==> config.mk <==
export PLATFORM = sky130hd
export DESIGN_NAME = leader_table_oldest_select_unit
export DESIGN_NICKNAME = d
export VERILOG_FILES = /design/src/design/ltos_pkg.sv /design/src/design/ltos_table.sv /design/src/design/ltos_cmp.sv /design/src/design/ltos_seq.sv /design/src/design/leader_table_oldest_select_unit.sv
export SDC_FILE = /design/constraint.sdc
export NUM_CORES = 1
export LEC_CHECK = 0
export BUFFER_PORTS_ARGS = -buffer_cell sky130_fd_sc_hd__buf_2
export CORE_MARGIN = 1
export CORE_UTILIZATION = 40
export DETAILED_ROUTE_END_ITERATION = 10
export PLACE_DENSITY = 0.55
export SLEW_MARGIN = 15
export SYNTH_ARGS = -nofsm -noshare
export SYNTH_HDL_FRONTEND = slang
export SYNTH_SLANG_ARGS = --single-unit
export TNS_END_PERCENT = 1
==> constraint.sdc <==
create_clock -name clk -period 11.7 [get_ports clk]
set_clock_uncertainty 0.05 [all_clocks]
set_input_delay 0 -clock clk [delete_from_list [all_inputs] [get_ports clk]]
set_output_delay 0 -clock clk [all_outputs]
set_load 0.02 [all_outputs]
==> src/design/ltos_pkg.sv <==
`default_nettype none

package ltos_pkg;

    // Table geometry
    localparam int TABLE_DEPTH = 16;
    localparam int IDX_W       = (TABLE_DEPTH > 1) ? $clog2(TABLE_DEPTH) : 1;
    localparam int CNT_W       = $clog2(TABLE_DEPTH + 1);

    // Operation codes
    localparam logic [1:0] OP_INSERT = 2'd0;
    localparam logic [1:0] OP_REMOVE = 2'd1;
    localparam logic [1:0] OP_QUERY  = 2'd2;
    localparam logic [1:0] OP_CLEAR  = 2'd3;

    // Input item
    typedef struct packed {
        logic [1:0]  opcode;
        logic [7:0]  node_id;
        logic [31:0] timestamp;
    } in_item_t;

    // Result item
    typedef struct packed {
        logic       done_res;
        logic       full_reject;
        logic       own_is_oldest;
        logic [4:0] entry_total;
    } out_item_t;

    // One table entry
    typedef struct packed {
        logic [7:0]  node_id;
        logic [31:0] stamp;
    } tbl_entry_t;

    // Table access request: one write and one read address per cycle
    typedef struct packed {
        logic             we;
        logic [IDX_W-1:0] waddr;
        tbl_entry_t       wdata;
        logic [IDX_W-1:0] raddr;
    } tbl_req_t;

    // Compare unit outputs
    typedef struct packed {
        logic id_match;
        logic stamp_less;
    } cmp_res_t;

endpackage

`default_nettype wire

==> src/design/ltos_table.sv <==
`default_nettype none

module ltos_table (
    input  wire logic                clk,
    input  wire ltos_pkg::tbl_req_t  req,
    output ltos_pkg::tbl_entry_t     rd_data
);

    ltos_pkg::tbl_entry_t mem [ltos_pkg::TABLE_DEPTH];
    ltos_pkg::tbl_entry_t rd_data_reg;

    // Single write port, registered read port
    always_ff @(posedge clk)
    begin
        if (req.we)
        begin
            mem[req.waddr] <= req.wdata;
        end
        rd_data_reg <= mem[req.raddr];
    end

    assign rd_data = rd_data_reg;

endmodule

`default_nettype wire

==> src/design/ltos_cmp.sv <==
`default_nettype none

module ltos_cmp (
    input  wire ltos_pkg::tbl_entry_t entry,
    input  wire logic [7:0]           key_id,
    input  wire logic [31:0]          best_stamp,
    output ltos_pkg::cmp_res_t        res
);

    // Shared compare: id equality for lookup, unsigned less-than for the minimum search
    always_comb
    begin
        res.id_match   = (entry.node_id == key_id);
        res.stamp_less = (entry.stamp < best_stamp);
    end

endmodule

`default_nettype wire

==> src/design/ltos_seq.sv <==
`default_nettype none

module ltos_seq (
    input  wire logic                 clk,
    input  wire logic                 rst_n,
    input  wire logic                 in_valid,
    output logic                      in_busy,
    input  wire ltos_pkg::in_item_t   in_item,
    input  wire logic [7:0]           own_id,
    output logic                      res_valid,
    input  wire logic                 res_take,
    output ltos_pkg::out_item_t       res_item,
    output ltos_pkg::tbl_req_t        req,
    input  wire ltos_pkg::tbl_entry_t rd_data
);

    typedef enum logic [1:0] {
        S_IDLE,
        S_SCAN,
        S_SHIFT,
        S_DONE
    } state_t;

    state_t                         state_reg, state_next;
    logic [1:0]                     op_reg, op_next;
    logic [7:0]                     id_reg, id_next;
    logic [31:0]                    stamp_reg, stamp_next;
    logic [ltos_pkg::CNT_W-1:0]     count_reg, count_next;
    logic [ltos_pkg::CNT_W-1:0]     issue_reg, issue_next;
    logic                           pend_reg, pend_next;
    logic [ltos_pkg::IDX_W-1:0]     ridx_reg, ridx_next;
    logic [31:0]                    best_stamp_reg, best_stamp_next;
    logic [7:0]                     best_id_reg, best_id_next;
    ltos_pkg::out_item_t            res_reg, res_next;
    ltos_pkg::cmp_res_t             cmp;
    logic                           issue_more;
    logic                           stream_end;

    ltos_cmp u_cmp (
        .entry      (rd_data),
        .key_id     (id_reg),
        .best_stamp (best_stamp_reg),
        .res        (cmp)
    );

    assign issue_more = (issue_reg < count_reg);
    assign stream_end = !pend_reg && !issue_more;

    // Sequencer next state
    always_comb
    begin
        state_next      = state_reg;
        op_next         = op_reg;
        id_next         = id_reg;
        stamp_next      = stamp_reg;
        count_next      = count_reg;
        issue_next      = issue_reg;
        pend_next       = 1'b0;
        ridx_next       = ridx_reg;
        best_stamp_next = best_stamp_reg;
        best_id_next    = best_id_reg;
        res_next        = res_reg;
        req.we          = 1'b0;
        req.waddr       = ridx_reg - 1'b1;
        req.wdata       = rd_data;
        req.raddr       = issue_reg[ltos_pkg::IDX_W-1:0];

        unique case (state_reg)
            S_IDLE:
            begin
                if (in_valid)
                begin
                    op_next    = in_item.opcode;
                    id_next    = in_item.node_id;
                    stamp_next = in_item.timestamp;
                    issue_next = '0;
                    if (in_item.opcode == ltos_pkg::OP_CLEAR)
                    begin
                        count_next           = '0;
                        res_next.done_res      = 1'b0;
                        res_next.full_reject   = 1'b0;
                        res_next.own_is_oldest = 1'b0;
                        res_next.entry_total   = 5'd0;
                        state_next           = S_DONE;
                    end
                    else
                    begin
                        state_next = S_SCAN;
                    end
                end
            end

            S_SCAN:
            begin
                res_next.done_res      = 1'b0;
                res_next.full_reject   = 1'b0;
                res_next.own_is_oldest = 1'b0;
                res_next.entry_total   = 5'(count_reg);

                // running minimum, earliest entry wins ties
                if (op_reg == ltos_pkg::OP_QUERY && pend_reg &&
                    (ridx_reg == '0 || cmp.stamp_less))
                begin
                    best_stamp_next = rd_data.stamp;
                    best_id_next    = rd_data.node_id;
                end

                if (op_reg != ltos_pkg::OP_QUERY && pend_reg && cmp.id_match)
                begin
                    if (op_reg == ltos_pkg::OP_REMOVE)
                    begin
                        issue_next = ltos_pkg::CNT_W'(ridx_reg) + 1'b1;
                        state_next = S_SHIFT;
                    end
                    else
                    begin
                        // duplicate insert keeps its old stamp
                        state_next = S_DONE;
                    end
                end
                else if (stream_end)
                begin
                    if (op_reg == ltos_pkg::OP_INSERT)
                    begin
                        if (count_reg >= ltos_pkg::CNT_W'(ltos_pkg::TABLE_DEPTH))
                        begin
                            res_next.full_reject = 1'b1;
                        end
                        else
                        begin
                            req.we               = 1'b1;
                            req.waddr            = count_reg[ltos_pkg::IDX_W-1:0];
                            req.wdata.node_id    = id_reg;
                            req.wdata.stamp      = stamp_reg;
                            count_next           = count_reg + 1'b1;
                            res_next.done_res    = 1'b1;
                            res_next.entry_total = 5'(count_reg + 1'b1);
                        end
                    end
                    else if (op_reg == ltos_pkg::OP_QUERY)
                    begin
                        res_next.own_is_oldest = (count_reg != '0) && (best_id_reg == own_id);
                    end
                    state_next = S_DONE;
                end
                else if (issue_more)
                begin
                    issue_next = issue_reg + 1'b1;
                    pend_next  = 1'b1;
                    ridx_next  = issue_reg[ltos_pkg::IDX_W-1:0];
                end
            end

            S_SHIFT:
            begin
                // entry arriving from slot k moves down to slot k-1
                if (pend_reg)
                begin
                    req.we = 1'b1;
                end

                if (stream_end)
                begin
                    count_next             = count_reg - 1'b1;
                    res_next.done_res      = 1'b1;
                    res_next.full_reject   = 1'b0;
                    res_next.own_is_oldest = 1'b0;
                    res_next.entry_total   = 5'(count_reg - 1'b1);
                    state_next             = S_DONE;
                end
                else if (issue_more)
                begin
                    issue_next = issue_reg + 1'b1;
                    pend_next  = 1'b1;
                    ridx_next  = issue_reg[ltos_pkg::IDX_W-1:0];
                end
            end

            S_DONE:
            begin
                if (res_take)
                begin
                    state_next = S_IDLE;
                end
            end

            default:
            begin
                state_next = S_IDLE;
            end
        endcase
    end

    // State and registered outputs
    always_ff @(posedge clk or negedge rst_n)
    begin
        if (!rst_n)
        begin
            state_reg <= S_IDLE;
            count_reg <= '0;
            pend_reg  <= 1'b0;
        end
        else
        begin
            state_reg      <= state_next;
            count_reg      <= count_next;
            pend_reg       <= pend_next;
            op_reg         <= op_next;
            id_reg         <= id_next;
            stamp_reg      <= stamp_next;
            issue_reg      <= issue_next;
            ridx_reg       <= ridx_next;
            best_stamp_reg <= best_stamp_next;
            best_id_reg    <= best_id_next;
            res_reg        <= res_next;
        end
    end

    assign in_busy   = (state_reg != S_IDLE);
    assign res_valid = (state_reg == S_DONE);
    assign res_item  = res_reg;

    // Checks
    a_count_bound: assert property (@(posedge clk) disable iff (!rst_n)
        count_reg <= ltos_pkg::CNT_W'(ltos_pkg::TABLE_DEPTH))
        else $error("entry count above table depth");

    a_write_phase: assert property (@(posedge clk) disable iff (!rst_n)
        req.we |-> (state_reg == S_SCAN || state_reg == S_SHIFT))
        else $error("table write outside scan or shift");

    a_flags_excl: assert property (@(posedge clk) disable iff (!rst_n)
        (state_reg == S_DONE) |-> !(res_reg.done_res && res_reg.full_reject))
        else $error("done and full reject both set");

    a_count_hold: assert property (@(posedge clk) disable iff (!rst_n)
        (state_reg == S_DONE) |=> $stable(count_reg))
        else $error("entry count moved while result waits");

    a_total_match: assert property (@(posedge clk) disable iff (!rst_n)
        (state_reg == S_DONE) |-> (res_reg.entry_total == 5'(count_reg)))
        else $error("reported total differs from entry count");

endmodule

`default_nettype wire

==> src/design/leader_table_oldest_select_unit.sv <==
`default_nettype none

// Table of up to 16 node ids with request stamps, kept in insertion order.
// Ops: insert (no duplicates, rejected and flagged when full), remove (later
// entries shift down), query (is own_id on the entry with the smallest stamp,
// earliest wins ties), clear. One item in flight at a time; the table is a
// single-port-read memory scanned one entry per cycle by a shared compare unit.
// Clear goes straight to its result; query, insert and a remove that misses scan
// all n entries; a duplicate insert stops at the slot where it matches; a remove
// that hits looks up entries up to the match, then shifts each later entry down
// one slot. The result reaches out_valid in the same cycle that in_stall drops
// and the next item can be taken. A waiting result
// sits in an output register and the next item is taken meanwhile. own_id is
// written through the cfg port, which is always ready and must be used only while
// the block is idle.
module leader_table_oldest_select_unit (
    input  wire logic                clk,
    input  wire logic                rst_n,
    input  wire logic                in_valid,
    output logic                     in_stall,
    input  wire ltos_pkg::in_item_t  in_item,
    output logic                     out_valid,
    input  wire logic                out_stall,
    output ltos_pkg::out_item_t      out_item,
    input  wire logic                cfg_valid,
    output logic                     cfg_ready,
    input  wire logic [7:0]          cfg_data
);

    logic [7:0]           own_id_reg;
    logic                 out_valid_reg;
    ltos_pkg::out_item_t  out_item_reg;
    logic                 seq_busy;
    logic                 res_valid;
    logic                 res_take;
    ltos_pkg::out_item_t  res_item;
    ltos_pkg::tbl_req_t   req;
    ltos_pkg::tbl_entry_t rd_data;

    ltos_seq u_seq (
        .clk       (clk),
        .rst_n     (rst_n),
        .in_valid  (in_valid),
        .in_busy   (seq_busy),
        .in_item   (in_item),
        .own_id    (own_id_reg),
        .res_valid (res_valid),
        .res_take  (res_take),
        .res_item  (res_item),
        .req       (req),
        .rd_data   (rd_data)
    );

    ltos_table u_table (
        .clk     (clk),
        .req     (req),
        .rd_data (rd_data)
    );

    // Config register
    assign cfg_ready = 1'b1;

    always_ff @(posedge clk or negedge rst_n)
    begin
        if (!rst_n)
        begin
            own_id_reg <= 8'd0;
        end
        else if (cfg_valid && cfg_ready)
        begin
            own_id_reg <= cfg_data;
        end
    end

    // Output register: loads when empty or being drained
    assign res_take = res_valid && (!out_valid_reg || !out_stall);

    always_ff @(posedge clk or negedge rst_n)
    begin
        if (!rst_n)
        begin
            out_valid_reg <= 1'b0;
        end
        else if (res_take)
        begin
            out_valid_reg <= 1'b1;
            out_item_reg  <= res_item;
        end
        else if (!out_stall)
        begin
            out_valid_reg <= 1'b0;
        end
    end

    assign in_stall  = seq_busy;
    assign out_valid = out_valid_reg;
    assign out_item  = out_item_reg;

endmodule

`default_nettype wire

# [Word level (Yosys, flattened, before mapping)]
# Memory sizes are Yosys's and may differ from the RTL's. A register that Yosys moved wholly into a read port is not among the register bits.
# Index checks and enable logic that the tools add are counted.
[word_totals] word_cells=125 latch_bits=0 mem_bits_ro=0 n_memories=1 ramBits=640 input_bits=55 register_bits=124 output_inout_bits=11
[mem_list] memory="u_table.mem" words=16 width=40 read_ports=1 rd_clocked_by_memory_dff=1 wr=1 line_no="ltos_table.sv:9" text="ltos_pkg::tbl_entry_t mem [ltos_pkg::TABLE_DEPTH];"
[classes] multipliers=0 n_addsub=5 div_mod_pow=0 eq_ne=17 reduce_logical=28 shift=0 n_mux=51 order_cmp=3 n_bitwise=0
[ops] op="45-bit two-way mux" n=4
[ops] op="5-bit two-way mux" n=12
[ops] op="44-bit two-way mux" n=1
[ops] op="8-bit two-way mux" n=5
[ops] op="32-bit less-than comparator" n=1
[ops] op="5-bit one-hot mux with 3 select lines" n=2
[ops] op="8-bit one-hot mux with 3 select lines" n=1
[ops] op="8-bit equality test" n=2
[ops] op="1-bit two-way mux" n=13
[ops] op="2-bit two-way mux" n=6
[ops] op="4-bit two-way mux" n=3
[ops] op="5-bit by 1-bit adder with 5-bit output (second input constant)" n=2
[ops] op="2-bit by 1-bit inequality test with 1-bit output (second input constant)" n=5
[ops] op="3-bit AND reduction" n=3
[ops] op="2-bit equality test (second input constant)" n=4
[ops] op="2-bit one-hot mux with 4 select lines" n=1
[ops] op="4-bit one-hot mux with 2 select lines" n=1
[ops] op="1-bit logical AND" n=7
[ops] op="2-bit inequality test (second input constant)" n=3
[ops] op="6-bit AND reduction" n=1
[ops] op="4-bit by 1-bit adder with 5-bit output (second input constant)" n=1
[ops] op="5-bit greater-or-equal comparator (second input constant)" n=1
[ops] op="5-bit less-than comparator" n=1
[ops] op="5-bit AND reduction" n=1
[ops] op="14 further kinds" n=23

# [Depth between registers and ports, before layout]
[logic_depth] word_depth=8 ltp_mapped=11 depth_no_buf=8

# [Cells and area by module]
# Synthesis repeated with hierarchy kept, for this count alone.
[hier_totals] hier_cells=1538 area_unflattened_um2=31744.2
[modules_own_cells] module="ltos_table" area_per_inst_um2=25131.6 cells_each=1040 seq_area_each_um2=20019.2 instances=1
[modules_own_cells] module="ltos_seq" area_per_inst_um2=5096.1 cells_each=346 seq_area_each_um2=3173.0 instances=1
[modules_own_cells] module="ltos_cmp" area_per_inst_um2=885.8 cells_each=120 seq_area_each_um2=0.0 instances=1
[modules_own_cells] module="leader_table_oldest_select_unit" area_per_inst_um2=630.6 cells_each=32 seq_area_each_um2=465.4 instances=1

# [Least setup slack after synthesis]
# Ideal clock, no wire load.
[synth_path] path_type="register to register" from="reg u_seq.state_reg[0]" to="mem u_table.mem[5][0] in the netlist's numbering, enable pin" synth_period_minus_slack_ns=3.968 stages_incl_launch_ff=11 arrival_ns=3.480 path_slack_ns=7.732 setup_time_ns=0.437 path_buffers=2 required_time_ns=11.213 path_cell_list="dfrtp_1 > inv_1 > ha_1 > buf_2 > and2_1 > clkbuf_1 > nand2_1 > nor2_1 > a21o_1 > a32oi_2 > nor2_1"
[synth_via] elab_chain_cells=4 word_cells_on_any_way=6 classes_between="eq/ne: 2; mux: 4"
[synth_lines] element="start, declared" line_no="ltos_seq.sv:24" text="state_t state_reg, state_next;"
[synth_lines] element="start signal, assigned" line_no="ltos_seq.sv:205" text="state_reg <= state_next;"
[synth_lines] element="2-bit equality test or 2-bit by 1-bit equality test with 1-bit output (tied branches)" line_no="ltos_seq.sv:68" text="unique case (state_reg)"
[synth_lines] element="1-bit one-hot mux with 2 select lines" line_no="ltos_seq.sv:68"
[synth_lines] element="1-bit two-way mux" line_no="ltos_table.sv:15" text="if (req.we)"
[synth_lines] element="1-bit two-way mux (not written as such)" line_no="ltos_table.sv:17" text="mem[req.waddr] <= req.wdata;"
[synth_lines] element="end, declared" line_no="ltos_table.sv:9"
# Several ways; a longest one is shown, not always the timed one.

# [Worst setup path in the final report]
[layout_path] from="reg u_seq.issue_reg[2] in the netlist's numbering" to="mem u_table.mem[4][2] in the netlist's numbering, enable pin"
[layout_via] elab_chain_cells=8 word_cells_on_any_way=9 classes_between="order compare: 1; mux: 6; reduce/logical: 2"
[layout_lines] element="start, declared" line_no="ltos_seq.sv:29" text="logic [ltos_pkg::CNT_W-1:0] issue_reg, issue_next;"
[layout_lines] element="start signal, assigned" line_no="ltos_seq.sv:211" text="issue_reg <= issue_next;"
[layout_lines] element="5-bit less-than comparator *" line_no="ltos_seq.sv:46" text="assign issue_more = (issue_reg < count_reg);"
[layout_lines] element="1-bit logical NOT *" line_no="ltos_seq.sv:47" text="assign stream_end = !pend_reg && !issue_more;"
[layout_lines] element="1-bit logical AND *" line_no="ltos_seq.sv:47"
[layout_lines] element="45-bit two-way mux *" line_no="ltos_seq.sv:121" text="else if (stream_end)"
[layout_lines] element="45-bit two-way mux *" line_no="ltos_seq.sv:108" text="if (op_reg != ltos_pkg::OP_QUERY && pend_reg && cmp.id_match)"
[layout_lines] element="1-bit one-hot mux with 2 select lines" line_no="ltos_seq.sv:68"
[layout_lines] element="1-bit two-way mux" line_no="ltos_table.sv:15"
[layout_lines] element="1-bit two-way mux (not written as such)" line_no="ltos_table.sv:17"
# Mark *: on every way between the ends. The rest lies on a longest branch, timed or not.

==> qor.csv <==
metric,value,unit
RSZ-0062 raised after global routing,false,
IO Pins,66,
"Slew Viols, Final",0,
Initial DRT Pass Iterations,5,
Final Instance Area,0.0369,mm^2
Root Buffer,clkbuf_16,
Leak Pwr,12.6,nW
Layout fillers,6534,
layout cells sized above 1,18.4,%
outcome,"finished, final reports clean",
Post-Syn Area per Cell,17.3,um^2
Final GP Congestion,0.823,
TNS Setup,0,ps
CP endpoint,u_table.mem[4][2],
mean number of vias per cell,5.35,
row count,102,
worst hold slack,36.5,ps
DR iter-0 viols,1066,
CP required,11910,ps
Fin. Hold Viols,0,
first-pass GRT wire length,107000,um
Worst path slowest cell,buf_4,
DRC,0,
TritonCTS Buffers,85,
post-synth cell types,60,
Synth Instances,1838,
crit-path most repeated cell,buf_4,
cell area power density,241,mW/mm^2
async set-or-reset flop fraction in the synthesized netlist,2.11,%
syn_nets,1939,
"Seq/Total Area, Yosys",74.4,%
startpoint types,register,
routed vias,16700,
"EDFF count, synth",747,
fin crit share,38.1,%
Post-CTS Setup Inserts,0,
H-tree depth,3,
Final Critical Period,4460,ps
Area Overhead vs Synth,16.2,%
synthesized cell area,0.0318,mm^2
pre-CTS setup slack,7220,ps
# hold bufs at CTS,73,
wire length per cell,22.6,um
Max-Slew Margin vs Limit,26.3,%
Crit Path Max Fanout,48,
Critical Path AT,4660,ps
Max Buffers Root-to-Sink,3,
Post-synth top flop,edfxtp_1,
Critical Path Sink Type,register,
post-cts sizing count,0,
total die area,0.0806,mm^2
fmax,224,MHz
"antenna viol nets, final",0,
CTS tree,yes,
class of the most critical setup path,reg2reg,
max reg flops,640,
max-cap violations,0,
worst r2r dst,u_table.mem[4][2],
CP Cell Sequence,buf_4 > ha_1 > a21oi_1 > o21ai_2 > a21o_4 > nand3_2 > buf_4 > mux2i_1 > nor2_4 > buf_4,
post-route insts no fill,3123,
Port Buf Inserts,64,
number of global-route vias before repair,17100,
Worst Hold Class,in2reg,
worst-case reg-to-reg path depth,10,
Critical Path Start,u_seq.issue_reg[2],
"Clk Latency, worst-skew pair",630,ps
Inst Count DP,2890,
worst-margin pin slew,1100,ps
Die Ht,284,um
Core ar.,0.0780,mm^2
Finish-stage setup viols,0,
final wirelength,70400,um
clk sinks,804,
max incr delay on CP,590,ps
setup slack after layout,7240,ps
Reg2Reg Setup Slack,7240,ps
initial antenna violation count,0,
fin nets,2111,
GRT overflow,0,
initial cell density of the core,40.8,%
chip width,284,um
largest net degree at the start of global routing,108,
Tot GR Track Use,17.6,%
post-synthesis register bit count,804,
worst r2r src,u_seq.issue_reg[2],
VDD IR max,0.000180,V
Yosys Warn Count,0,
Detailed Place HPWL,40500,um
clk slew on worst S/H paths,60,ps
Placed Instance Area,0.0334,mm^2
[cell usage after synthesis (all sizes together) (10+ instances only)]
master  count  area (um^2)
a21o       14          113
a21oi      69          349
a221oi     41          359
a22oi      40          300
buf        47          285
clkbuf     37          139
dfrtp      17          425
dfxtp      40          801
edfxtp    747        22400
ha         46          576
inv        44          165
mux2       49          552
mux2i     125         1250
mux4       80         1800
nand2     184          691
nand3      12         65.1
nor2       38          143
o21ai     100          504
xnor2      16          140
xor2       10         87.6
[layer usage]
layer  routed length, um  vias to the layer above  global-route usage, %
li1                    -                     7590                      -
met1               31900                     8644                   24.5
met2               33900                      366                   28.4
met3                2960                       97                   2.48
met4                1690                        0                   5.77
met5                   0                        -                      0
[final cells by class]
type	instances	area, um^2	share of cell area, %
Clock buffer	114	2330	6.30
Inverter	44	165	0.447
Tap cell	1040	1300	3.52
Multi-Input combinational cell	906	7680	20.8
Clock inverter	45	510	1.38
Antenna cell	1	2.50	0.00677
Timing Repair Buffer	169	1300	3.53
Sequential cell	804	23700	64.0
[power breakdown]
group | internal [W] | switching [W]
logic | 0.000799 | 0.00152
clock network | 0.00161 | 0.00109
registers | 0.00375 | 0.000136
total | 0.00615 | 0.00275
[critical path, delay by kind of cell (launching register included)]
family / cells / cell delay (ps)
AOI/OAI and AO/OA: 3 / 570
adders and majority gates: 1 / 360
and+or+nand+nor: 2 / 620
DFF: 1 / 320
muxes: 1 / 450
buffers and inverters: 3 / 1650
[worst min-delay path by stage]
stage,start,to,slack (ps),cells past startpoint
floorplan,rst_n,out_valid,-350,0
CTS,in_item[4],u_seq.stamp_reg[4],1,2
global route,in_item[4],u_seq.stamp_reg[4],20,2
global placement,rst_n,u_seq.state_reg[0],-50,1
detailed placement,rst_n,out_valid,-40,1
finish,in_item[33],u_seq.id_reg[1],40,2
[cell usage in the layout, fill, tap and decap left out, types with 16 or more instances in the layout]
| master | netlist | final |
|---|---|---|
| a21oi_1 | 68 | 67 |
| a221oi_1 | 41 | 41 |
| a22oi_1 | 40 | 40 |
| buf_2 | 21 | 64 |
| buf_4 | 20 | 31 |
| clkbuf_1 | 37 | 21 |
| clkbuf_16 | 0 | 86 |
| clkinv_2 | 0 | 18 |
| dfrtp_1 | 17 | 17 |
| dfxtp_1 | 40 | 40 |
| dlygate4sd3_1 | 0 | 73 |
| edfxtp_1 | 747 | 747 |
| ha_1 | 46 | 46 |
| inv_1 | 43 | 43 |
| mux2_2 | 48 | 48 |
| mux2i_1 | 125 | 125 |
| mux4_2 | 80 | 80 |
| nand2_1 | 184 | 184 |
| nor2_1 | 38 | 22 |
| nor2_4 | 0 | 16 |
| o21ai_0 | 96 | 96 |
| xnor2_1 | 16 | 16 |
[logic make-up after synthesis]
group,Yosys count,synth area share (%)
compound gates,298,6.00
xor+xnor,26,0.716
fa+ha+maj,46,1.81
buf+inv,128,1.85
flops,804,74.4
mux,254,11.3
other cells,1,0.0118
simple gates,281,3.83
[per-stage QoR]
step | utilization (%) | total power [W]
after floorplan | - | 0.00552
after detailed placement | 42.8 | 0.00627
after CTS | 47.4 | 0.00901
after global placement | 42.8 | 0.00621
after global routing | 47.4 | 0.00934
final | 47.4 | 0.00891
Power figures use the tool's default switching activity.
